--- config.mk ---
export PLATFORM = sky130hd
export DESIGN_NAME = latency_histogram_table
export DESIGN_NICKNAME = d
export VERILOG_FILES = /design/src/rtl/lht_pkg.sv /design/src/rtl/lht_cell.sv /design/src/rtl/lht_chain.sv /design/src/rtl/lht_div.sv /design/src/rtl/latency_histogram_table.sv
export VERILOG_INCLUDE_DIRS = /design/src /design/src/rtl
export SDC_FILE = /design/constraint.sdc
export NUM_CORES = 2
export LEC_CHECK = 0
export ABC_AREA = 1
export BUFFER_PORTS_ARGS = -buffer_cell sky130_fd_sc_hd__buf_2
export CORE_MARGIN = 2
export CORE_UTILIZATION = 64
export CTS_CLUSTER_DIAMETER = 120
export DETAILED_ROUTE_END_ITERATION = 16
export PLACE_DENSITY_LB_ADDON = 0.05
export REMOVE_ABC_BUFFERS = 1
export SYNTH_ARGS = -nofsm -noshare
export SYNTH_HDL_FRONTEND = slang
export SYNTH_SLANG_ARGS = --single-unit
--- constraint.sdc ---
create_clock -name clk_i -period 5.3 [get_ports clk_i]
set_input_delay 0.265 -clock clk_i [delete_from_list [all_inputs] [get_ports clk_i]]
set_output_delay 0.265 -clock clk_i [all_outputs]
set_load 0.03 [all_outputs]
--- src/rtl/latency_histogram_table_macros.svh ---
// Assertion macros for the latency histogram table.
`ifndef LATENCY_HISTOGRAM_TABLE_MACROS_SVH
`define LATENCY_HISTOGRAM_TABLE_MACROS_SVH

// Plain property, sampled on clk_i, off while rst_ni is low.
`define LHT_ASSERT(lbl, prop, msg) \
  lbl: assert property (@(posedge clk_i) disable iff (!rst_ni) (prop)) \
    else $error(msg);

// Same-cycle implication.
`define LHT_ASSERT_IMP(lbl, ante, cons, msg) \
  lbl: assert property (@(posedge clk_i) disable iff (!rst_ni) (ante) |-> (cons)) \
    else $error(msg);

`endif

--- src/rtl/lht_pkg.sv ---
// Shared constants and types of the latency histogram table.
package lht_pkg;

  localparam int unsigned TableEntriesDef = 32;

  localparam int unsigned TimeW   = 16;
  localparam int unsigned BinW    = 8;
  localparam int unsigned EntCntW = 16;
  localparam int unsigned TotalW  = 6;
  localparam int unsigned SeenW   = 8;
  localparam int unsigned ReqW    = 2;

  localparam int unsigned MicrosPerSec = 1000000;
  localparam int unsigned MicrosPerBin = 10000;
  localparam int unsigned BinScale     = MicrosPerSec / MicrosPerBin;
  localparam int unsigned ScaleW       = $clog2(BinScale + 1);
  localparam int unsigned ProdW        = TimeW + ScaleW;

  localparam int unsigned InDataW  = 4 * TimeW;
  localparam int unsigned OutBitsW = BinW + EntCntW + TotalW + SeenW;
  localparam int unsigned OutDataW = ((OutBitsW + 7) / 8) * 8;

  localparam logic [TimeW-1:0] TickRateRst = 16'd32768;
  localparam logic [BinW-1:0]  BinSat      = 8'hFF;

  localparam logic [ReqW-1:0] ReqSample = 2'd0;
  localparam logic [ReqW-1:0] ReqRead   = 2'd1;
  localparam logic [ReqW-1:0] ReqClear  = 2'd2;

  typedef struct packed {
    logic rot;
    logic drop;
    logic wr;
  } cell_op_t;

  typedef struct packed {
    logic            done;
    logic [BinW-1:0] bin;
  } div_res_t;

endpackage

--- src/rtl/lht_cell.sv ---
// One table cell: holds a (bin, count) entry and shifts toward the head.
module lht_cell #(
  parameter int unsigned CNT_W = 6,
  parameter int unsigned IDX   = 0
) (
  input  logic                     clk_i,
  input  lht_pkg::cell_op_t        op_i,
  input  logic [CNT_W-1:0]         len_i,
  input  logic [CNT_W-1:0]         wr_idx_i,
  input  logic [lht_pkg::BinW-1:0] wr_bin_i,
  input  logic [lht_pkg::EntCntW-1:0] wr_cnt_i,
  input  logic [lht_pkg::BinW-1:0] nxt_bin_i,
  input  logic [lht_pkg::EntCntW-1:0] nxt_cnt_i,
  input  logic [lht_pkg::BinW-1:0] wrap_bin_i,
  input  logic [lht_pkg::EntCntW-1:0] wrap_cnt_i,
  output logic [lht_pkg::BinW-1:0] bin_o,
  output logic [lht_pkg::EntCntW-1:0] cnt_o
);
  import lht_pkg::*;

  localparam logic [CNT_W-1:0] Idx = CNT_W'(IDX);
  localparam logic [CNT_W-1:0] Pos = CNT_W'(IDX + 1);

  logic [BinW-1:0]    bin_q, bin_d;
  logic [EntCntW-1:0] cnt_q, cnt_d;

  always_comb begin
    bin_d = bin_q;
    cnt_d = cnt_q;
    priority if (op_i.wr && wr_idx_i == Idx) begin
      bin_d = wr_bin_i;
      cnt_d = wr_cnt_i;
    end else if (op_i.rot && Pos < len_i) begin
      bin_d = nxt_bin_i;
      cnt_d = nxt_cnt_i;
    end else if (op_i.rot && Pos == len_i && !op_i.drop) begin
      bin_d = wrap_bin_i;
      cnt_d = wrap_cnt_i;
    end else begin
      bin_d = bin_q;
      cnt_d = cnt_q;
    end
  end

  always_ff @(posedge clk_i) begin
    bin_q <= bin_d;
    cnt_q <= cnt_d;
  end

  assign bin_o = bin_q;
  assign cnt_o = cnt_q;

endmodule

--- src/rtl/lht_chain.sv ---
// Row of table cells; cell 0 is the oldest entry and feeds the wrap path.
module lht_chain #(
  parameter int unsigned TABLE_ENTRIES = lht_pkg::TableEntriesDef,
  parameter int unsigned CNT_W         = $clog2(TABLE_ENTRIES + 1)
) (
  input  logic                        clk_i,
  input  lht_pkg::cell_op_t           op_i,
  input  logic [CNT_W-1:0]            len_i,
  input  logic [CNT_W-1:0]            wr_idx_i,
  input  logic [lht_pkg::BinW-1:0]    wr_bin_i,
  input  logic [lht_pkg::EntCntW-1:0] wr_cnt_i,
  output logic [lht_pkg::BinW-1:0]    head_bin_o,
  output logic [lht_pkg::EntCntW-1:0] head_cnt_o
);
  import lht_pkg::*;

  logic [BinW-1:0]    bin_w [TABLE_ENTRIES];
  logic [EntCntW-1:0] cnt_w [TABLE_ENTRIES];

  for (genvar g = 0; g < TABLE_ENTRIES; g++) begin : g_cell
    logic [BinW-1:0]    nxt_bin;
    logic [EntCntW-1:0] nxt_cnt;

    if (g == TABLE_ENTRIES - 1) begin : g_end
      assign nxt_bin = bin_w[0];
      assign nxt_cnt = cnt_w[0];
    end else begin : g_mid
      assign nxt_bin = bin_w[g+1];
      assign nxt_cnt = cnt_w[g+1];
    end

    lht_cell #(
      .CNT_W (CNT_W),
      .IDX   (g)
    ) u_cell (
      .clk_i      (clk_i),
      .op_i       (op_i),
      .len_i      (len_i),
      .wr_idx_i   (wr_idx_i),
      .wr_bin_i   (wr_bin_i),
      .wr_cnt_i   (wr_cnt_i),
      .nxt_bin_i  (nxt_bin),
      .nxt_cnt_i  (nxt_cnt),
      .wrap_bin_i (bin_w[0]),
      .wrap_cnt_i (cnt_w[0]),
      .bin_o      (bin_w[g]),
      .cnt_o      (cnt_w[g])
    );
  end

  assign head_bin_o = bin_w[0];
  assign head_cnt_o = cnt_w[0];

endmodule

--- src/rtl/lht_div.sv ---
// Bin unit: ticks * 100 / tick_rate, saturated at 255, one quotient bit per cycle.
module lht_div (
  input  logic                      clk_i,
  input  logic                      rst_ni,
  input  logic                      start_i,
  input  logic [lht_pkg::TimeW-1:0] ticks_i,
  input  logic [lht_pkg::TimeW-1:0] rate_i,
  output lht_pkg::div_res_t         res_o
);
  import lht_pkg::*;

  localparam int unsigned StepW = $clog2(BinW);

  typedef enum logic [2:0] {
    D_IDLE = 3'b001,
    D_MUL  = 3'b010,
    D_ITER = 3'b100
  } dstate_e;

  dstate_e            dstate_q, dstate_d;
  logic [ProdW-1:0]   prod_q, prod_d;
  logic [TimeW-1:0]   rem_q, rem_d;
  logic [BinW-1:0]    quo_q, quo_d;
  logic [StepW-1:0]   step_q, step_d;
  logic               done_q, done_d;
  logic [BinW-1:0]    bin_q, bin_d;

  logic [TimeW:0]     shifted;
  logic               ge;

  assign shifted = {rem_q, quo_q[BinW-1]};
  assign ge      = shifted >= {1'b0, rate_i};

  always_comb begin
    dstate_d = dstate_q;
    prod_d   = prod_q;
    rem_d    = rem_q;
    quo_d    = quo_q;
    step_d   = step_q;
    done_d   = 1'b0;
    bin_d    = bin_q;
    unique case (dstate_q)
      D_IDLE: begin
        if (start_i) begin
          prod_d   = ProdW'(ticks_i) * ProdW'(BinScale);
          dstate_d = D_MUL;
        end
      end
      D_MUL: begin
        if (rate_i == '0 || {1'b0, prod_q} >= {rate_i, {BinW{1'b0}}}) begin
          done_d   = 1'b1;
          bin_d    = BinSat;
          dstate_d = D_IDLE;
        end else begin
          rem_d    = TimeW'(prod_q[ProdW-1:BinW]);
          quo_d    = prod_q[BinW-1:0];
          step_d   = '0;
          dstate_d = D_ITER;
        end
      end
      D_ITER: begin
        rem_d  = ge ? TimeW'(shifted - {1'b0, rate_i}) : TimeW'(shifted);
        quo_d  = {quo_q[BinW-2:0], ge};
        step_d = StepW'(step_q + 1'b1);
        if (step_q == StepW'(BinW - 1)) begin
          done_d   = 1'b1;
          bin_d    = {quo_q[BinW-2:0], ge};
          dstate_d = D_IDLE;
        end
      end
      default: dstate_d = D_IDLE;
    endcase
  end

  always_ff @(posedge clk_i or negedge rst_ni) begin
    if (!rst_ni) begin
      dstate_q <= D_IDLE;
      step_q   <= '0;
      done_q   <= 1'b0;
    end else begin
      dstate_q <= dstate_d;
      step_q   <= step_d;
      done_q   <= done_d;
    end
  end

  always_ff @(posedge clk_i) begin
    prod_q <= prod_d;
    rem_q  <= rem_d;
    quo_q  <= quo_d;
    bin_q  <= bin_d;
  end

  assign res_o.done = done_q;
  assign res_o.bin  = bin_q;

endmodule

--- src/rtl/latency_histogram_table.sv ---
// Latency histogram table top level: request sequencer, bin unit and cell row.
//
// For a latency sample the bin unit does the multiply, the saturation check
// and eight quotient steps (the quotient steps are skipped when the bin
// saturates), then the entry row rotates once through its used cells to find
// and move the bin, and a final write state puts the tail entry in place
// (unless the table is full and the bin is new). A clear empties the table
// and resets samples_seen. A readout sends N beats, N being the number of
// entries in use (one when the table is empty), one per cycle while the output
// is taken, oldest entry first; the row rotates one cell per beat. A new request
// is taken while the last readout beat still waits in the output register.
`include "latency_histogram_table_macros.svh"

module latency_histogram_table #(
  parameter int unsigned TABLE_ENTRIES = lht_pkg::TableEntriesDef
) (
  input  logic                         clk_i,
  input  logic                         rst_ni,
  input  logic                         cfg_we_i,
  input  logic [lht_pkg::TimeW-1:0]    cfg_wdata_i,     // tick_rate
  input  logic                         s_axis_tvalid_i,
  output logic                         s_axis_tready_o,
  // create_time, sent_time, rx_time, now_time
  input  logic [lht_pkg::InDataW-1:0]  s_axis_tdata_i,
  input  logic [lht_pkg::ReqW-1:0]     s_axis_tuser_i,  // req_type
  output logic                         m_axis_tvalid_o,
  input  logic                         m_axis_tready_i,
  // entry_bin, entry_count, entry_total, samples_seen, zero pad
  output logic [lht_pkg::OutDataW-1:0] m_axis_tdata_o,
  output logic                         m_axis_tlast_o
);
  import lht_pkg::*;

  localparam int unsigned CntW = $clog2(TABLE_ENTRIES + 1);
  localparam logic [CntW-1:0] Entries = CntW'(TABLE_ENTRIES);

  typedef enum logic [4:0] {
    S_IDLE  = 5'b00001,
    S_DIV   = 5'b00010,
    S_SCAN  = 5'b00100,
    S_WRITE = 5'b01000,
    S_READ  = 5'b10000
  } state_e;

  state_e             state_q, state_d;
  logic [CntW-1:0]    used_q, used_d;
  logic [SeenW-1:0]   seen_q, seen_d;
  logic [TimeW-1:0]   tick_rate_q;
  logic               div_start_q, div_start_d;
  logic [CntW-1:0]    step_q, step_d;
  logic [CntW-1:0]    len_q, len_d;
  logic               hit_q, hit_d;
  logic               out_valid_q, out_valid_d;
  logic               out_last_q, out_last_d;

  logic [TimeW-1:0]   ticks_q, ticks_d;
  logic [BinW-1:0]    bin_q, bin_d;
  logic [EntCntW-1:0] hcnt_q, hcnt_d;
  logic [BinW-1:0]    out_bin_q, out_bin_d;
  logic [EntCntW-1:0] out_cnt_q, out_cnt_d;
  logic [TotalW-1:0]  out_total_q, out_total_d;
  logic [SeenW-1:0]   out_seen_q, out_seen_d;

  cell_op_t           op;
  logic [CntW-1:0]    op_len;
  logic [CntW-1:0]    wr_idx;
  logic [BinW-1:0]    wr_bin;
  logic [EntCntW-1:0] wr_cnt;
  logic [BinW-1:0]    head_bin;
  logic [EntCntW-1:0] head_cnt;
  div_res_t           div_res;

  logic               in_fire;
  logic               out_load;
  logic [TimeW-1:0]   t_create, t_sent, t_rx, t_now;

  assign t_create = s_axis_tdata_i[TimeW-1:0];
  assign t_sent   = s_axis_tdata_i[2*TimeW-1:TimeW];
  assign t_rx     = s_axis_tdata_i[3*TimeW-1:2*TimeW];
  assign t_now    = s_axis_tdata_i[4*TimeW-1:3*TimeW];

  assign s_axis_tready_o = (state_q == S_IDLE);
  assign in_fire         = s_axis_tvalid_i && s_axis_tready_o;
  assign out_load        = !out_valid_q || m_axis_tready_i;

  lht_div u_div (
    .clk_i   (clk_i),
    .rst_ni  (rst_ni),
    .start_i (div_start_q),
    .ticks_i (ticks_q),
    .rate_i  (tick_rate_q),
    .res_o   (div_res)
  );

  lht_chain #(
    .TABLE_ENTRIES (TABLE_ENTRIES),
    .CNT_W         (CntW)
  ) u_chain (
    .clk_i      (clk_i),
    .op_i       (op),
    .len_i      (op_len),
    .wr_idx_i   (wr_idx),
    .wr_bin_i   (wr_bin),
    .wr_cnt_i   (wr_cnt),
    .head_bin_o (head_bin),
    .head_cnt_o (head_cnt)
  );

  always_comb begin
    state_d     = state_q;
    used_d      = used_q;
    seen_d      = seen_q;
    div_start_d = 1'b0;
    step_d      = step_q;
    len_d       = len_q;
    hit_d       = hit_q;
    ticks_d     = ticks_q;
    bin_d       = bin_q;
    hcnt_d      = hcnt_q;
    out_valid_d = out_valid_q && !m_axis_tready_i;
    out_last_d  = out_last_q;
    out_bin_d   = out_bin_q;
    out_cnt_d   = out_cnt_q;
    out_total_d = out_total_q;
    out_seen_d  = out_seen_q;
    op          = '0;
    op_len      = len_q;
    wr_idx      = used_q;
    wr_bin      = bin_q;
    wr_cnt      = EntCntW'(1);

    unique case (state_q)
      S_IDLE: begin
        if (in_fire) begin
          unique case (s_axis_tuser_i)
            ReqSample: begin
              ticks_d     = TimeW'((t_sent - t_create) + (t_now - t_rx));
              seen_d      = SeenW'(seen_q + 1'b1);
              div_start_d = 1'b1;
              state_d     = S_DIV;
            end
            ReqRead: begin
              step_d  = '0;
              state_d = S_READ;
            end
            ReqClear: begin
              used_d = '0;
              seen_d = '0;
            end
            default: ;
          endcase
        end
      end
      S_DIV: begin
        if (div_res.done) begin
          bin_d   = div_res.bin;
          step_d  = '0;
          len_d   = used_q;
          hit_d   = 1'b0;
          state_d = S_SCAN;
        end
      end
      S_SCAN: begin
        if (step_q != used_q) begin
          op.rot = 1'b1;
          step_d = CntW'(step_q + 1'b1);
          if (!hit_q && head_bin == bin_q) begin
            op.drop = 1'b1;
            hit_d   = 1'b1;
            hcnt_d  = head_cnt;
            len_d   = CntW'(len_q - 1'b1);
          end
        end else begin
          state_d = S_WRITE;
        end
      end
      S_WRITE: begin
        if (hit_q) begin
          op.wr  = 1'b1;
          wr_idx = CntW'(used_q - 1'b1);
          wr_cnt = EntCntW'(hcnt_q + 1'b1);
        end else if (used_q < Entries) begin
          op.wr  = 1'b1;
          used_d = CntW'(used_q + 1'b1);
        end
        state_d = S_IDLE;
      end
      S_READ: begin
        if (out_load) begin
          out_valid_d = 1'b1;
          out_total_d = TotalW'(used_q);
          out_seen_d  = seen_q;
          if (used_q == '0) begin
            out_bin_d  = '0;
            out_cnt_d  = '0;
            out_last_d = 1'b1;
            state_d    = S_IDLE;
          end else begin
            op.rot     = 1'b1;
            op_len     = used_q;
            out_bin_d  = head_bin;
            out_cnt_d  = head_cnt;
            step_d     = CntW'(step_q + 1'b1);
            out_last_d = (CntW'(step_q + 1'b1) == used_q);
            if (CntW'(step_q + 1'b1) == used_q) begin
              state_d = S_IDLE;
            end
          end
        end
      end
      default: state_d = S_IDLE;
    endcase
  end

  always_ff @(posedge clk_i or negedge rst_ni) begin
    if (!rst_ni) begin
      state_q     <= S_IDLE;
      used_q      <= '0;
      seen_q      <= '0;
      tick_rate_q <= TickRateRst;
      div_start_q <= 1'b0;
      step_q      <= '0;
      len_q       <= '0;
      hit_q       <= 1'b0;
      out_valid_q <= 1'b0;
      out_last_q  <= 1'b0;
    end else begin
      state_q     <= state_d;
      used_q      <= used_d;
      seen_q      <= seen_d;
      div_start_q <= div_start_d;
      step_q      <= step_d;
      len_q       <= len_d;
      hit_q       <= hit_d;
      out_valid_q <= out_valid_d;
      out_last_q  <= out_last_d;
      if (cfg_we_i) begin
        tick_rate_q <= cfg_wdata_i;
      end
    end
  end

  always_ff @(posedge clk_i) begin
    ticks_q     <= ticks_d;
    bin_q       <= bin_d;
    hcnt_q      <= hcnt_d;
    out_bin_q   <= out_bin_d;
    out_cnt_q   <= out_cnt_d;
    out_total_q <= out_total_d;
    out_seen_q  <= out_seen_d;
  end

  assign m_axis_tvalid_o = out_valid_q;
  assign m_axis_tlast_o  = out_last_q;
  assign m_axis_tdata_o  = OutDataW'({out_seen_q, out_total_q, out_cnt_q, out_bin_q});

  `LHT_ASSERT(a_used_bound, used_q <= Entries, "entry count above table size")
  `LHT_ASSERT_IMP(a_scan_step, state_q == S_SCAN, step_q <= used_q, "scan past used entries")
  `LHT_ASSERT_IMP(a_hit_len, hit_q && state_q == S_SCAN, (len_q + 1'b1) == used_q,
                  "rotation length not shortened by one after a hit")
  `LHT_ASSERT_IMP(a_read_step, state_q == S_READ && used_q != '0, step_q < used_q,
                  "readout step past used entries")
  `LHT_ASSERT_IMP(a_div_done, div_res.done, state_q == S_DIV, "bin result outside divide wait")

endmodule
# After elaboration in Yosys (flattened, before gate mapping)
# Cells that the tools add are included.
[op_classes]
add_sub_neg = 11
n_eq_ne = 93
n_reduce_logical = 189
order_cmp = 35
mul = 1
n_mux = 258
[op_table]
columns = ["cell", "count"]
rows = [
  ["$mux W16", 99],
  ["$mux W8", 98],
  ["$logic_and A1 B1 Y1", 129],
  ["$mux W6", 18],
  ["$eq A5 B6 Y1 const A", 16],
  ["$eq A6 B5 Y1 const B", 16],
  ["$lt A5 B6 Y1 const A", 16],
  ["$reduce_bool A3 Y1", 31],
  ["$eq A4 B6 Y1 const A", 8],
  ["$eq A6 B4 Y1 const B", 8],
  ["$lt A4 B6 Y1 const A", 8],
  ["$pmux W8 S2", 3],
  ["$sub A16 B16 Y16", 3],
  ["$pmux W16 S2", 1],
  ["$mux W5", 6],
  ["$eq A3 B6 Y1 const A", 4],
  ["$eq A6 B3 Y1 const B", 4],
  ["$ge A23 B24 Y1", 1],
  ["$lt A3 B6 Y1 const A", 4],
  ["$pmux W6 S2", 2],
  ["$pmux W6 S4", 1],
  ["$mul A16 B5 Y21 const B", 1],
  ["$pmux W5 S4", 1],
  ["$mux W1", 18],
  ["51 further kinds", 91],
]
[word_totals]
inputBits = 87
output_inout_bits = 43
ff_bits = 957
word_cells = 675

# Depth between registers and ports, before layout
[logic_depth]
word_depth = 10
depth_mapped = 17
mapped_depth_nobuf = 17

# By module
# From an unflattened synthesis, not the netlist that was laid out.
[unflattened]
hier_cells = 8568
hier_area_um2 = 66002.1
[modules_own_cells]
columns = ["mod", "instances", "cells_per_inst", "seq_area_each_um2", "area_per_inst_um2"]
rows = [
  ["latency_histogram_table", 1, 823, 3621.0, 7681.1],
  ["lht_div", 1, 705, 1767.9, 5698.0],
  ["lht_cell (u_chain.g_cell[5].u_cell ...)", 2, 219, 720.7, 1594.0],
  ["lht_cell (u_chain.g_cell[4].u_cell)", 1, 225, 720.7, 1798.0],
  ["lht_cell (u_chain.g_cell[17].u_cell)", 1, 223, 720.7, 1796.7],
  ["lht_cell (u_chain.g_cell[23].u_cell)", 1, 224, 720.7, 1781.7],
  ["lht_cell (u_chain.g_cell[8].u_cell)", 1, 227, 720.7, 1779.2],
  ["lht_cell (u_chain.g_cell[0].u_cell)", 1, 219, 720.7, 1727.9],
  ["lht_cell (u_chain.g_cell[14].u_cell)", 1, 202, 720.7, 1705.4],
  ["lht_cell (u_chain.g_cell[2].u_cell)", 1, 219, 720.7, 1705.4],
  ["lht_cell (u_chain.g_cell[7].u_cell)", 1, 223, 720.7, 1676.6],
  ["lht_cell (u_chain.g_cell[27].u_cell)", 1, 225, 720.7, 1671.6],
  ["lht_cell (u_chain.g_cell[22].u_cell)", 1, 224, 720.7, 1661.6],
  ["lht_cell (u_chain.g_cell[16].u_cell)", 1, 224, 720.7, 1652.8],
  ["+19 rows", "n/a", "n/a", "n/a", "n/a"],
]

# Worst setup path after synthesis
# OpenSTA, ideal clock, no wires.
[synth_path]
path_type = "reg-to-reg"
startpoint = "reg state_q[1]"
endpoint = "reg u_chain.g_cell[5].u_cell.bin_q[0] (enable)"
t_arrival_ns = 3.872
setup_slack_ns = 0.989
setup_ns = 0.438
path_buffers = 0
period_less_slack_ns = 4.311
required_ns = 4.862
stages_incl_launch_ff = 10
path_cell_list = "dfrtp_1 -> nor2_4 -> nand3_4 -> nor2_4 -> nand3_1 -> nand2_2 -> inv_2 -> nor2_1 -> nand2_1 -> o21ai_0"
[synth_via]
elab_chain_cells = 6
elab_cells_between_ends = 17
cone_classes = "1 x order compare; 5 x eq/ne; 5 x mux; 6 x reduce/logical"
[synth_lines]
columns = ["item", "line", "rtl"]
rows = [
  ["start: declaration", "latency_histogram_table.sv:45", "state_e state_q, state_d;"],
  ["start signal: assignment", "latency_histogram_table.sv:228", "state_q <= state_d;"],
  ["branches (longest 5 deep; another with $lt A3 B6 Y1)", "n/a", ""],
  ["$reduce_bool A3 Y1 (no source line) *", "n/a", ""],
  ["end signal: assignment", "lht_cell.sv:46", "bin_q <= bin_d;"],
  ["end: declaration", "lht_cell.sv:24", "logic [BinW-1:0] bin_q, bin_d;"],
]
# Every way passes the cells marked *.
# A chain may end at the register's enable or synchronous reset.

# Worst setup path in the final report
[layout_path]
startpoint = "reg used_q[0]"
endpoint = "reg u_chain.g_cell[19].u_cell.cnt_q[2] (enable)"
[layout_via]
elab_chain_cells = 8
elab_cells_between_ends = 26
cone_classes = "1 x add/sub; 2 x order compare; 3 x eq/ne; 13 x mux; 7 x reduce/logical"
[layout_lines]
columns = ["item", "line", "rtl"]
rows = [
  ["start: declaration", "latency_histogram_table.sv:46", "logic [CntW-1:0] used_q, used_d;"],
  ["start signal: assignment", "latency_histogram_table.sv:229", "used_q <= used_d;"],
  ["branches (longest 7 deep; another with $lt A5 B6 Y1)", "n/a", ""],
  ["$reduce_bool A3 Y1 (no source line) *", "n/a", ""],
  ["end signal: assignment", "lht_cell.sv:47", "cnt_q <= cnt_d;"],
  ["end: declaration", "lht_cell.sv:25", "logic [EntCntW-1:0] cnt_q, cnt_d;"],
]
# Marked as above.

==> qor.yml <==
global_routing:
  use_met3_pct: 15.6
  grt_busiest_layer: "met2"
  grt_pass1_vias: 45200
  use_met2_pct: 66.4
  grt-ovfl-total: 0
  grt_pass1_wl_um: 300000
  grt_max_degree: 66
  met1_usage_pct: 58.9
  grt.total_usage_pct: 46.2
  antenna_found_initial: 18
die:
  ioPinCount: 130
  die_h_um: 300
  core-area_sq_mm: 0.0866
  die_w_um: 300
  die_area_sq_mm: 0.0897
  initial_core_util_pct: 64.5
  row_count: 108
place:
  port_buffers: 127
  dpl-instance-area_sq_mm: 0.0575
  gp_congestion: 1.07
  dp.final_hpwl_um: 133000
worst_setup_path:
  r2r_end: "u_chain.g_cell[19].u_cell.cnt_o[2]$_DFFE_PP_"
  critical-path-top-delay-family: "simple AND/OR/NAND/NOR gates"
  rr_startpoint: "used_q[0]$_DFFE_PN0P_"
  critPathKind: "reg -> reg"
  endpoint_kind: "flop"
  crit_path_max_incr_delay_ns: 0.57
  cp_slowest_cell: "nand3_1"
  cp_max_fo: 50
  arrival_ns: 4.81
  reg2regPathDepth: 13
  start_kind: "flop"
  crit_buf_inv: 3
  worst_path_most_repeated_cell: "nand2_4"
  reg2reg_slack_ns: 0.87
  cp.required_ns: 5.69
  path_cells: "inv_2 > ha_1 > nand3_4 > nand3_4 > nand2_2 > nand2_4 > inv_2 > nand2_4 > nand2_4 > nor2_4 > nand2_2 > nand3_1 > buf_4"
routing:
  dr.pass1.iters: 7
  wl_um: 210000
  wl_per_cell_um: 26.5
  num_vias: 50000
  via_per_inst: 6.29
  post-route-drc-count: 0
  drtAntennaViolNets: 0
  drt_iter0_drc: 8540
cells_and_area:
  nNetsFinal: 6931
  postLayoutCoreUtil_pct: 70.5
  layout_commonest_cell: "nand2_1"
  drive_above_1_share_pct: 9.36
  layout_common_cells: "nand2_1 (2351), nand3_1 (917), edfxtp_1 (899)"
  fillers: 6825
  syn_to_final_growth_pct: 9.28
  stdcell_area_sq_mm: 0.0611
power:
  peakVddDrop_mv: 0.310
  leakagePower_nw: 24.8
  design_power_total_mw: 16.2
  p_per_area_mw_per_mm2: 266
clocking:
  clock_sinks: 957
  cts-htree-levels: 3
  clkSlewWorstSetupHoldPaths_ns: 0.06
  clockBufferDepth: 3
  cts_setup_buffers: 0
  root_buffer: "clkbuf_16"
  cts_buffers: 101
  cts_tree: "yes"
  clock_latency_ns: 0.71
worst_hold_path:
  hold_path.class: "in -> reg"
  hold_end: "tick_rate_q[8]$_DFFE_PN0P_"
  worstHoldStart: "cfg_we_i"
  hold_depth: 3
timing:
  max_freq_mhz: 226
  relSlewSlack_pct: -2.31
  clock_skew_ns: 0.0366
  hold_viol: 0
  fin_setup_tns_ns: 0
  fin_crit_sh_pct: 83.5
  slew_viol_final: 4
  setup_viol: 0
  rsz0062_at_grt: "no"
  worstMarginPinSlew_ns: 1.53
  period_minus_slack_ns: 4.43
logic_synthesis:
  synth-edff-count: 899
  synth_warnings: 0
  syn_inst: 6704
  avgSynthCellArea_sq_um: 8.34
  yosys.area.top_type: "edfxtp_1"
  yosys-top-cells-area: "edfxtp_1 (48%), nand2_1 (16%), nand3_1 (8.2%), inv_1 (4.2%), nand3b_1 (3.1%)"
  synth_top_area_share_pct: 48.3
  ys_seq_area_share_pct: 50.9
  ys_types: 57
  async_flop_share_pct: 6.06
  synth_area_sq_mm: 0.0559
  ys.flop_type: "edfxtp_1"
  ys_ff_latch: 957
run_status:
  violations: "max-capacitance violations, max-slew violations"
  outcome: "finished, violations left"
job:
  cap_violations: 1
[timing repair]
action | CTS | global route
endpoints found under the hold margin | 76 | 0
resized for setup | 0 | 0
hold buffers | 21 | 0
[how the worst max path moves through the flow]
| stage | from | endpoint | slack (ns) | depth (start not counted) |
|---|---|---|---|---|
| after floorplan | used_q[1]$_DFFE_PN0P_ | u_chain.g_cell[27].u_cell.bin_o[0]$_DFFE_PP_ | -1.04 | 10 |
| after global placement | used_q[0]$_DFFE_PN0P_ | u_chain.g_cell[5].u_cell.cnt_o[2]$_DFFE_PP_ | 1.14 | 15 |
| after detailed placement | used_q[0]$_DFFE_PN0P_ | u_chain.g_cell[19].u_cell.cnt_o[13]$_DFFE_PP_ | 1.02 | 13 |
| after CTS | used_q[0]$_DFFE_PN0P_ | u_chain.g_cell[19].u_cell.cnt_o[2]$_DFFE_PP_ | 0.98 | 13 |
| after global routing | used_q[0]$_DFFE_PN0P_ | u_chain.g_cell[19].u_cell.cnt_o[2]$_DFFE_PP_ | 0.63 | 13 |
| final | used_q[0]$_DFFE_PN0P_ | u_chain.g_cell[19].u_cell.cnt_o[2]$_DFFE_PP_ | 0.87 | 13 |
[state kept, by name, summed over array words and instances, names as in the netlist, 16 cells and up]
register                     count
hcnt_q                          16
ticks_q                         16
tick_rate_q                     16
u_chain.g_cell.u_cell.bin_o    256
u_div.rem_q                     16
u_div.prod_q                    21
out_cnt_q                       16
u_chain.g_cell.u_cell.cnt_o    512
[metal layers]
metal | vias up | wire [um]
li1 | 22100 | -
met1 | 22900 | 71600
met2 | 4025 | 87200
met3 | 925 | 33000
met4 | 26 | 18000
met5 | - | 170
[worst reg2reg max path, delay by kind of cell, from the launching register on]
family                     cells  cell delay, ns
and+or+nand+nor                9            2.72
DFF                            1            0.46
adders and majority gates      1            0.28
buffers and inverters          3            0.67
[cell type report]
type,count,area (sq um),area share [%]
multi-input combinational,4613,23100,37.7
tap,1155,1450,2.37
antenna,9,22.5,0.0369
timing repair buffer,325,2200,3.60
clock buffer,133,2730,4.47
sequential,957,28500,46.6
clock inverter,50,573,0.938
inverter,696,2610,4.28
[report_power, final]
part | internal, mW | switching, mW
Combinational | 0.260 | 0.464
Clock | 4.19 | 3.11
Sequential | 8.19 | 0.00886
Total | 12.6 | 3.59
[stage by stage]
step                      cells  worst slack [ns]  hold slack, ns
after floorplan            6266             -1.04         -0.0306
after global placement     7724              1.14           0.402
after detailed placement   7724              1.02           0.406
after CTS                  7928             0.980          0.0222
after global routing       7931             0.629          0.0743
final                      7938             0.873          0.0365
[cells by family after synthesis]
| kind of cell | count (synthesis) | share of synthesized area (%) |
|---|---|---|
| adder cells (fa/ha/maj) | 150 | 3.92 |
| AND/OR/NAND/NOR | 3845 | 30.5 |
| XOR/XNOR | 65 | 1.05 |
| flip-flops | 957 | 50.9 |
| buffers and inverters | 1135 | 8.12 |
| other | 1 | 0.00671 |
| AO/OA/AOI/OAI | 549 | 5.46 |
| multiplexers | 2 | 0.0380 |
[synthesized netlist by cell type, drive strengths merged (42+ instances only)]
master / number
a21oi: 73
buf: 221
clkbuf: 218
dfrtp: 55
edfxtp: 899
fa: 42
ha: 108
inv: 670
nand2: 2411
nand3: 927
nand3b: 231
nor2: 208
o211ai: 63
o21ai: 355
xor2: 45
Power figures use the tool's default switching activity.
